`src/hdl/bigs_pkg.sv`:
```
// Package: types, constants and status codes for the insertion gain scanner.
`timescale 1ns / 1ps

package bigs_pkg;

   localparam int POS_BITS    = 20;
   localparam int WEIGHT_BITS = 16;
   localparam int SUM_BITS    = 26;
   localparam int BEST_BITS   = 25;
   localparam int GAIN_BITS   = 24;
   localparam int STATUS_BITS = 2;

   localparam int REQ_DATA_BITS = 56;  // 20 + 16 + 16 = 52, padded to bytes
   localparam int RSP_DATA_BITS = 48;  // 20 + 24 = 44, padded to bytes

   typedef logic [POS_BITS-1:0]           pos_type;
   typedef logic [WEIGHT_BITS-1:0]        weight_type;
   typedef logic signed [SUM_BITS-1:0]    sum_type;
   typedef logic signed [WEIGHT_BITS:0]   diff_type;
   typedef logic [BEST_BITS-1:0]          best_type;
   typedef logic [GAIN_BITS-1:0]          gain_type;
   typedef logic [STATUS_BITS-1:0]        status_type;

   localparam sum_type  SUM_MAX  = sum_type'((64'sd1 <<< (SUM_BITS - 1)) - 64'sd1);
   localparam gain_type GAIN_MAX = '1;

   localparam status_type STATUS_MOVE    = 2'd0;
   localparam status_type STATUS_NO_MOVE = 2'd1;
   localparam status_type STATUS_ABSENT  = 2'd2;

   // State captured after the last element of a subset
   typedef struct packed {
      logic     mover_found;
      logic     left_seen;
      sum_type  prefix_sum;
      sum_type  min_prefix;
      pos_type  min_prefix_pos;
      pos_type  mover_pos;
      best_type best_right_gain;
      pos_type  best_right_pos;
   } snap_type;

   // Running sum plus difference, clamped to +-SUM_MAX
   function automatic sum_type sat_add(input sum_type a, input diff_type d);
      logic signed [SUM_BITS:0] s;
      s = (SUM_BITS + 1)'(a) + (SUM_BITS + 1)'(d);
      if (s > (SUM_BITS + 1)'(SUM_MAX)) begin
         return SUM_MAX;
      end else if (s < -(SUM_BITS + 1)'(SUM_MAX)) begin
         return -SUM_MAX;
      end
      return s[SUM_BITS-1:0];
   endfunction

endpackage

```
`src/hdl/best_insertion_gain_scanner_core.sv`:
```
// Top level: scans a mover's neighborhood and reports the best reinsertion point.
//
//   channel | dir | tdata (low bit up)                     | tuser    | tlast
//   req_    | in  | position, weight_from_mover, w_to_mover | is_mover | last
//   rsp_    | out | target_position, gain                   | status   | -
//
// One request per cycle while no response is held unaccepted. A request is
// registered in the input register when accepted; the scan state and a snapshot
// of the finished scan then load from it, and the result register loads from
// the snapshot, raising rsp_tvalid for the last request of a subset. All stages
// advance together; they hold only while a response sits in the output register
// unaccepted. Synchronous reset clears valid bits and the scan state.
`timescale 1ns / 1ps

module best_insertion_gain_scanner_core (
   input  logic                              clock,
   input  logic                              reset,
   input  logic                              req_tvalid,
   output logic                              req_tready,
   // position[19:0], weight_from_mover[35:20], weight_to_mover[51:36], zero pad
   input  logic [bigs_pkg::REQ_DATA_BITS-1:0] req_tdata,
   // is_mover[0]
   input  logic                              req_tuser,
   input  logic                              req_tlast,
   output logic                              rsp_tvalid,
   input  logic                              rsp_tready,
   // target_position[19:0], gain[43:20], zero pad
   output logic [bigs_pkg::RSP_DATA_BITS-1:0] rsp_tdata,
   // status[1:0]
   output logic [bigs_pkg::STATUS_BITS-1:0]  rsp_tuser
);
   import bigs_pkg::*;

   logic advance;

   // input register
   logic       in_vld_ff, in_vld_in;
   pos_type    in_pos_ff;
   weight_type in_wf_ff, in_wt_ff;
   logic       in_mover_ff, in_last_ff;

   // scan state
   sum_type  prefix_ff, prefix_in;
   sum_type  min_prefix_ff, min_prefix_in;
   pos_type  min_pos_ff, min_pos_in;
   logic     left_seen_ff, left_seen_in;
   logic     mover_found_ff, mover_found_in;
   pos_type  mover_pos_ff, mover_pos_in;
   sum_type  right_sum_ff, right_sum_in;
   best_type best_right_ff, best_right_in;
   pos_type  best_right_pos_ff, best_right_pos_in;

   // snapshot of the finished scan
   logic     snap_vld_ff, snap_vld_in;
   snap_type snap_ff, snap_in;

   // output register
   logic       rsp_vld_ff, rsp_vld_in;
   status_type rsp_status_ff, rsp_status_in;
   pos_type    rsp_target_ff, rsp_target_in;
   gain_type   rsp_gain_ff, rsp_gain_in;

   assign advance    = !rsp_vld_ff || rsp_tready;
   assign req_tready = advance;
   assign in_vld_in  = advance ? req_tvalid : in_vld_ff;

   // ---------------------------------------------------------------- scan
   diff_type left_diff, right_diff;
   sum_type  prefix_upd, min_prefix_upd, right_upd;
   pos_type  min_pos_upd, mover_pos_upd, best_right_pos_upd;
   logic     left_seen_upd, mover_found_upd;
   best_type best_right_upd;
   logic     step;

   assign step       = advance && in_vld_ff;
   assign left_diff  = diff_type'({1'b0, in_wf_ff}) - diff_type'({1'b0, in_wt_ff});
   assign right_diff = -left_diff;

   always_comb begin
      prefix_upd         = prefix_ff;
      min_prefix_upd     = min_prefix_ff;
      min_pos_upd        = min_pos_ff;
      left_seen_upd      = left_seen_ff;
      mover_found_upd    = mover_found_ff;
      mover_pos_upd      = mover_pos_ff;
      right_upd          = right_sum_ff;
      best_right_upd     = best_right_ff;
      best_right_pos_upd = best_right_pos_ff;
      if (!mover_found_ff) begin
         if (in_mover_ff) begin
            mover_found_upd = 1'b1;
            mover_pos_upd   = in_pos_ff;
         end else begin
            // the minimum is taken over prefixes before each left element
            if (!left_seen_ff || prefix_ff < min_prefix_ff) begin
               min_prefix_upd = prefix_ff;
               min_pos_upd    = in_pos_ff;
            end
            left_seen_upd = 1'b1;
            prefix_upd    = sat_add(prefix_ff, left_diff);
         end
      end else begin
         right_upd = sat_add(right_sum_ff, right_diff);
         if (right_upd > sum_type'({1'b0, best_right_ff})) begin
            best_right_upd     = right_upd[BEST_BITS-1:0];
            best_right_pos_upd = in_pos_ff;
         end
      end
   end

   always_comb begin
      prefix_in         = prefix_ff;
      min_prefix_in     = min_prefix_ff;
      min_pos_in        = min_pos_ff;
      left_seen_in      = left_seen_ff;
      mover_found_in    = mover_found_ff;
      mover_pos_in      = mover_pos_ff;
      right_sum_in      = right_sum_ff;
      best_right_in     = best_right_ff;
      best_right_pos_in = best_right_pos_ff;
      if (step) begin
         if (in_last_ff) begin
            prefix_in         = '0;
            min_prefix_in     = '0;
            min_pos_in        = '0;
            left_seen_in      = 1'b0;
            mover_found_in    = 1'b0;
            mover_pos_in      = '0;
            right_sum_in      = '0;
            best_right_in     = '0;
            best_right_pos_in = '0;
         end else begin
            prefix_in         = prefix_upd;
            min_prefix_in     = min_prefix_upd;
            min_pos_in        = min_pos_upd;
            left_seen_in      = left_seen_upd;
            mover_found_in    = mover_found_upd;
            mover_pos_in      = mover_pos_upd;
            right_sum_in      = right_upd;
            best_right_in     = best_right_upd;
            best_right_pos_in = best_right_pos_upd;
         end
      end
   end

   assign snap_vld_in = advance ? (in_vld_ff && in_last_ff) : snap_vld_ff;

   always_comb begin
      snap_in = snap_ff;
      if (step && in_last_ff) begin
         snap_in.mover_found     = mover_found_upd;
         snap_in.left_seen       = left_seen_upd;
         snap_in.prefix_sum      = prefix_upd;
         snap_in.min_prefix      = min_prefix_upd;
         snap_in.min_prefix_pos  = min_pos_upd;
         snap_in.mover_pos       = mover_pos_upd;
         snap_in.best_right_gain = best_right_upd;
         snap_in.best_right_pos  = best_right_pos_upd;
      end
   end

   // -------------------------------------------------------------- result
   logic signed [SUM_BITS:0] left_gain;
   logic [SUM_BITS:0]        best_gain;
   pos_type                  best_pos;

   assign left_gain = (SUM_BITS + 1)'(snap_ff.prefix_sum) - (SUM_BITS + 1)'(snap_ff.min_prefix);

   always_comb begin
      best_gain = '0;
      best_pos  = snap_ff.mover_pos;
      if (snap_ff.left_seen && left_gain > 0) begin
         best_gain = left_gain;
         best_pos  = snap_ff.min_prefix_pos;
      end
      // strict compare keeps the leftmost position on a tie
      if ((SUM_BITS + 1)'(snap_ff.best_right_gain) > best_gain) begin
         best_gain = (SUM_BITS + 1)'(snap_ff.best_right_gain);
         best_pos  = snap_ff.best_right_pos;
      end
   end

   always_comb begin
      rsp_vld_in    = rsp_vld_ff;
      rsp_status_in = rsp_status_ff;
      rsp_target_in = rsp_target_ff;
      rsp_gain_in   = rsp_gain_ff;
      if (advance) begin
         rsp_vld_in = snap_vld_ff;
         if (!snap_ff.mover_found) begin
            rsp_status_in = STATUS_ABSENT;
            rsp_target_in = '0;
            rsp_gain_in   = '0;
         end else if (best_gain != '0) begin
            rsp_status_in = STATUS_MOVE;
            rsp_target_in = best_pos;
            rsp_gain_in   = (best_gain > (SUM_BITS + 1)'(GAIN_MAX)) ?
                            GAIN_MAX : best_gain[GAIN_BITS-1:0];
         end else begin
            rsp_status_in = STATUS_NO_MOVE;
            rsp_target_in = snap_ff.mover_pos;
            rsp_gain_in   = '0;
         end
      end
   end

   // ----------------------------------------------------------- registers
   always_ff @(posedge clock) begin
      if (reset) begin
         in_vld_ff         <= 1'b0;
         snap_vld_ff       <= 1'b0;
         rsp_vld_ff        <= 1'b0;
         prefix_ff         <= '0;
         min_prefix_ff     <= '0;
         min_pos_ff        <= '0;
         left_seen_ff      <= 1'b0;
         mover_found_ff    <= 1'b0;
         mover_pos_ff      <= '0;
         right_sum_ff      <= '0;
         best_right_ff     <= '0;
         best_right_pos_ff <= '0;
      end else begin
         in_vld_ff         <= in_vld_in;
         snap_vld_ff       <= snap_vld_in;
         rsp_vld_ff        <= rsp_vld_in;
         prefix_ff         <= prefix_in;
         min_prefix_ff     <= min_prefix_in;
         min_pos_ff        <= min_pos_in;
         left_seen_ff      <= left_seen_in;
         mover_found_ff    <= mover_found_in;
         mover_pos_ff      <= mover_pos_in;
         right_sum_ff      <= right_sum_in;
         best_right_ff     <= best_right_in;
         best_right_pos_ff <= best_right_pos_in;
      end
   end

   always_ff @(posedge clock) begin
      if (advance) begin
         in_pos_ff   <= req_tdata[POS_BITS-1:0];
         in_wf_ff    <= req_tdata[POS_BITS +: WEIGHT_BITS];
         in_wt_ff    <= req_tdata[POS_BITS + WEIGHT_BITS +: WEIGHT_BITS];
         in_mover_ff <= req_tuser;
         in_last_ff  <= req_tlast;
      end
      snap_ff       <= snap_in;
      rsp_status_ff <= rsp_status_in;
      rsp_target_ff <= rsp_target_in;
      rsp_gain_ff   <= rsp_gain_in;
   end

   assign rsp_tvalid = rsp_vld_ff;
   assign rsp_tuser  = rsp_status_ff;
   assign rsp_tdata  = {(RSP_DATA_BITS - POS_BITS - GAIN_BITS)'(0), rsp_gain_ff, rsp_target_ff};

`ifndef SYNTHESIS
   // input side only stalls when a response is held
   a_ready: assert property (@(posedge clock) disable iff (reset)
      req_tready == (!rsp_tvalid || rsp_tready))
      else $error("req_tready does not follow the output stall");

   a_status_code: assert property (@(posedge clock) disable iff (reset)
      rsp_tvalid |-> (rsp_tuser == STATUS_MOVE || rsp_tuser == STATUS_NO_MOVE ||
                      rsp_tuser == STATUS_ABSENT))
      else $error("response carries an undefined status");

   a_move_gain: assert property (@(posedge clock) disable iff (reset)
      (rsp_tvalid && rsp_tuser == STATUS_MOVE) |-> rsp_tdata[POS_BITS +: GAIN_BITS] != '0)
      else $error("improving move reported with zero gain");

   a_no_gain: assert property (@(posedge clock) disable iff (reset)
      (rsp_tvalid && rsp_tuser != STATUS_MOVE) |-> rsp_tdata[POS_BITS +: GAIN_BITS] == '0)
      else $error("gain reported without a move");

   a_absent_pos: assert property (@(posedge clock) disable iff (reset)
      (rsp_tvalid && rsp_tuser == STATUS_ABSENT) |-> rsp_tdata[POS_BITS-1:0] == '0)
      else $error("missing mover reported with a target position");
`endif

endmodule
```
`config.mk`:
```
export PLATFORM = sky130hd
export DESIGN_NAME = best_insertion_gain_scanner_core
export DESIGN_NICKNAME = d
export VERILOG_FILES = /design/src/hdl/bigs_pkg.sv /design/src/hdl/best_insertion_gain_scanner_core.sv
export SDC_FILE = /design/constraint.sdc
export NUM_CORES = 1
export LEC_CHECK = 0
export ABC_AREA = 1
export BUFFER_PORTS_ARGS = -buffer_cell sky130_fd_sc_hd__buf_2
export CORE_ASPECT_RATIO = 1.1
export CORE_UTILIZATION = 39
export CTS_BUF_LIST = sky130_fd_sc_hd__clkbuf_4
export DETAILED_ROUTE_END_ITERATION = 16
export GPL_TIMING_DRIVEN = 0
export PLACE_DENSITY = 0.65
export REMOVE_ABC_BUFFERS = 1
export SLEW_MARGIN = 20
export SYNTH_ARGS = -nofsm -noshare
export SYNTH_HDL_FRONTEND = slang
export SYNTH_SLANG_ARGS = --single-unit
```
`constraint.sdc`:
```
create_clock -name clock -period 20.1 [get_ports clock]
set_clock_uncertainty 0.1 [all_clocks]
set_input_delay 6.03 -clock clock [delete_from_list [all_inputs] [get_ports clock]]
set_output_delay 6.03 -clock clock [all_outputs]
set_load 0.01 [all_outputs]
```
# After elaboration in Yosys (flattened, before gate mapping)
# Index checks and enable logic that the tools add are counted.
# op_classes
n_reduce_logical	12
add_sub_neg	5
magnitude_cmp	9
mux	49
# ops
cell	n
2-to-1 mux 26 bit	16
2-to-1 mux 20 bit	13
2-to-1 mux 25 bit	3
adder 26 x 17 -> 27 bit	2
> comparator 27 x 26 -> 1 bit, second input constant	2
< comparator 27 x 26 -> 1 bit, second input constant	2
2-to-1 mux 27 bit	2
> comparator 25 x 27 -> 1 bit	1
> comparator 27 x 1 -> 1 bit, second input constant	1
> comparator 27 x 24 -> 1 bit, second input constant	1
nonzero test 27 bit	1
subtractor 26 x 26 -> 27 bit	1
> comparator 26 bit	1
< comparator 26 bit	1
2-to-1 mux 24 bit	1
negation 17 bit	1
subtractor 16 x 16 -> 17 bit	1
2-to-1 mux 1 bit	14
logical AND 1 bit	4
AND reduction 2 bit	2
logical NOT 1 bit	2
logical OR 1 bit	2
nonzero test 2 bit	1
# totals
wordCells	103
ff_bits	407
output_inout_bits	52
inputBits	62

# Logic depth before layout (Yosys ltp)
# logic_depth
ltp_word	13
mapped_depth	59
depth_no_buf	57

# Worst setup path after synthesis
# No wires, ideal clock.
# synth_timing
kind	in2reg
startpoint	in rsp_tready
endpoint	reg mover_found_ff
path_buffers	0
slack_ns	4.680
t_required_ns	19.867
stages	7
arrival_ns	15.187
cell_sequence	nor2_1 inv_1 nand2_1 nor2_1 inv_1 nand2_1 a211oi_1
# synth_via
elab_chain_len	2
# synth_lines
element	line_no	rtl
start, declared	best_insertion_gain_scanner_core.sv:26	input logic rsp_tready,
logical OR 1 bit	best_insertion_gain_scanner_core.sv:63	assign advance = !rsp_vld_ff || rsp_tready;
via req_tready	best_insertion_gain_scanner_core.sv:19	output logic req_tready,
logical AND 1 bit	best_insertion_gain_scanner_core.sv:75	assign step = advance && in_vld_ff;
end signal, assigned	best_insertion_gain_scanner_core.sv:230	mover_found_ff <= mover_found_in;
end, declared	best_insertion_gain_scanner_core.sv:47	logic mover_found_ff, mover_found_in;
# The timed path passes the listed nets, and every way through them passes these cells.
# A chain may end at the register's enable or synchronous reset.

# Worst setup path in the final report
# layout_timing
startpoint	in rsp_tready
endpoint	out req_tready
# layout_via
elab_chain_len	1
# layout_lines
element	line_no
logical OR 1 bit	best_insertion_gain_scanner_core.sv:63
end, declared	best_insertion_gain_scanner_core.sv:19
# Every way passes these cells.

==> flow_metrics.env <==
export IMPL_end_kind="primary output"
export IMPL_cts_buffers=105
export IMPL_io_pins=114
export IMPL_synth_xor_area_share_pct=2.27
export IMPL_drive_gt1_share_pct=9.78
export IMPL_reg2reg_setup_slack_ns=9.08
export IMPL_synthCells=3235
export IMPL_period_minus_slack_ns=13.40
export IMPL_cts_tree="done"
export IMPL_synthFlopType="edfxtp_1"
export IMPL_grt_setup_unrepaired="false"
export IMPL_yosysWarnings=0
export IMPL_synth_distinct_cells=53
export IMPL_fp_row_count=96
export IMPL_clk_pin_slew_ns=0.06
export IMPL_status="finished, final reports clean"
export IMPL_antenna_found_initial=2
export IMPL_p_per_area_nw_per_um2=78.5
export IMPL_relSlewSlack_pct=39.7
export IMPL_htree_levels=3
export IMPL_start_util_pct=39.5
export IMPL_irDropWorstVdd_mv=0.0393
export IMPL_die_w_um=242
export IMPL_path_class="in -> out"
export IMPL_final_nets=3586
export IMPL_drt_iter0_drc=1363
export IMPL_hold_end="min_prefix_ff[20]"
export IMPL_worstPathRequired_ns=13.97
export IMPL_clk_latency_ns=0.85
export IMPL_power_leakage_uw=0.0123
export IMPL_slew_viol_final=0
export IMPL_synth_edf_count=239
export IMPL_async_flop_share_pct=0
export IMPL_wire_per_inst_um=14.6
export IMPL_fp_dieArea_um2=64300
export IMPL_core_area_um2=62500
export IMPL_grt_pass1_wl_mm=101
export IMPL_track_usage_pct=19.4
export IMPL_netlist_area_um2=24700
export IMPL_synth_compound_area_share_pct=12.2
export IMPL_avgSynthCellArea_um2=7.62
export IMPL_grt_overflow=0
export IMPL_vias=21400
export IMPL_postCtsHoldBufs=0
export IMPL_min_delay_path_depth=2
export IMPL_gp_congestion=0.901
export IMPL_routed_via_density=5.00
export IMPL_ant_nets=0
export IMPL_cp_max_fo=67
export IMPL_place_hpwl_mm=45.8
export IMPL_synthAdderAreaFrac_pct=9.09
export IMPL_r2r_start="in_wf_ff[0]"
export IMPL_io_buffers=105
export IMPL_clock_sinks=407
export IMPL_cp_arrival_ns=7.27
export IMPL_hold_start="min_prefix_ff[20]"
export IMPL_worstSetupStartpointType="input port"
export IMPL_setup_viol=0
export IMPL_ys_seq_area_share_pct=42.7
export IMPL_area_delta_synth_final_pct=12.3
export IMPL_worst_hold_slack_ns=0.364
export IMPL_dieHeight_um=266
export IMPL_cts_resized=0
export IMPL_worst_pin_slew_ns=0.904
export IMPL_reg2reg_to="snap_ff[20]"
export IMPL_drc_errors=0
export IMPL_clockRootBuffer="clkbuf_4"
export IMPL_clk_path_buf_depth=3
export IMPL_max_freq_mhz=74.6
export IMPL_hold_viol_final=0
export IMPL_cts_setup_buffers=0
export IMPL_grt_pass1_vias=20000
export IMPL_first_pass_iters=5
export IMPL_synth_top_family_by_area="simple AND/OR/NAND/NOR gates"
export IMPL_synth_simple_area_share_pct=26.3
export IMPL_synth_mux_area_share_pct=0
export IMPL_min_period_over_period_pct=66.7
export IMPL_hold_class="reg -> reg"
export IMPL_synth_seq_cells=407
export IMPL_tns_ns=0
export IMPL_r2r_cells=53
export IMPL_totalWireLength_mm=62.4
export IMPL_max_cap_viol_count=0
export IMPL_grt_start_max_net_pins=86
## critical path, stage by stage
cell and delay, ns:
buf_2 0.10, nor2_1 0.34, inv_6 0.22, buf_16 0.26, buf_2 0.23
## per-stage QoR
step	setup WS, ns	util, %	std cells	cell area (um^2)	power (uW)
2_1_floorplan	1.47	-	3114	24100	1310
3_3_place_gp	-6.38	41.2	4052	25700	1460
3_5_place_dp	6.70	42.1	4074	26300	1470
4_1_cts	6.70	44.3	4268	27700	2200
5_1_grt	6.57	44.4	4271	27700	2320
6_report	6.70	44.4	4272	27700	2180
## placed cells by master (no fill, tap or decap), types with 21 or more instances in the layout
| cell type | n |
|---|---|
| a21oi_1 | 337 |
| nand4_1 | 42 |
| o31ai_1 | 21 |
| buf_2 | 104 |
| nand3_1 | 141 |
| nand2_1 | 1023 |
| clkinv_1 | 30 |
| ha_1 | 172 |
| nor2_1 | 238 |
| clkbuf_4 | 157 |
| inv_1 | 330 |
| o21ai_0 | 119 |
| o211ai_1 | 24 |
| edfxtp_1 | 239 |
| nand3b_1 | 31 |
| dfxtp_1 | 168 |
| xor2_1 | 46 |
| nor3_1 | 31 |
## logic make-up after synthesis
family | after synthesis
fa+ha+maj | 177
compound gates | 554
other cells | 1
xor+xnor | 64
buf+inv | 466
flops | 407
simple gates | 1566
## metal layers
metal | routed length [um] | GRT usage [%] | part of all wire (%) | up-vias
li1 | - | - | - | 11000
met1 | 28800 | 25.0 | 46 | 9723
met2 | 29100 | 32.6 | 47 | 494
met3 | 2490 | 2.73 | 4.0 | 122
met4 | 2130 | 8.26 | 3.4 | 0
met5 | 0 | 0 | 0 | -
## flip-flops by register name (all words and copies together), names as in the netlist
register	count
rsp_tvalid	1
in_last_ff	1
in_pos_ff	20
rsp_gain_ff	24
best_right_pos_ff	20
left_seen_ff	1
in_mover_ff	1
prefix_ff	26
snap_vld_ff	1
min_prefix_ff	26
min_pos_ff	20
mover_found_ff	1
in_wt_ff	16
right_sum_ff	26
rsp_target_ff	20
in_wf_ff	16
snap_ff	139
rsp_tuser	2
in_vld_ff	1
mover_pos_ff	20
best_right_ff	25
## report_power, final
group / leakage, uW / switching, uW / internal [uW]
combinational: 0.00771 / 344 / 168
clock: 0.000819 / 349 / 373
sequential: 0.00378 / 17.1 / 923
## synth_stat cells, types with 8 or more instances
library cell     n  area [um^2]
a21boi_0         8         60.1
a21oi_1        337         1690
and2_1          15         93.8
buf_1           18         67.6
buf_2           10         50.1
buf_4            8         60.1
clkbuf_1        84          315
dfxtp_1        168         3360
edfxtp_1       239         7180
ha_1           172         2150
inv_1          331         1240
nand2_1       1028         3860
nand3_1        141          706
nand3b_1        31          233
nand4_1         42          263
nor2_1         242          908
nor3_1          31          155
nor4_1          10         62.6
o211ai_1        24          180
o21ai_0        120          601
o21bai_1        12         90.1
o31ai_1         21          158
xnor2_1         18          158
xor2_1          46          403
## layout make-up
cell class                      instances  area [um^2]
Tap cell                              833         1040
Multi-Input combinational cell       2365        12400
Antenna cell                            4         10.0
Clock inverter                         37          205
Fill cell                            6321        34800
Clock buffer                          157         1180
Timing Repair Buffer                  127         1050
Sequential cell                       407        10500
Inverter                              342         1290
## worst max-delay path by stage
stage / slack [ns] / startpoint / to / cells after the start
final: 6.70 / rsp_tready / req_tready / 5
after global routing: 6.57 / rsp_tready / req_tready / 5
after CTS: 6.70 / rsp_tready / req_tready / 5
after detailed placement: 6.70 / rsp_tready / req_tready / 5
after global placement: -6.38 / rsp_tready / mover_found_ff / 8
after floorplan: 1.47 / rsp_tready / mover_found_ff / 7
(Power assumes the default switching activity.)
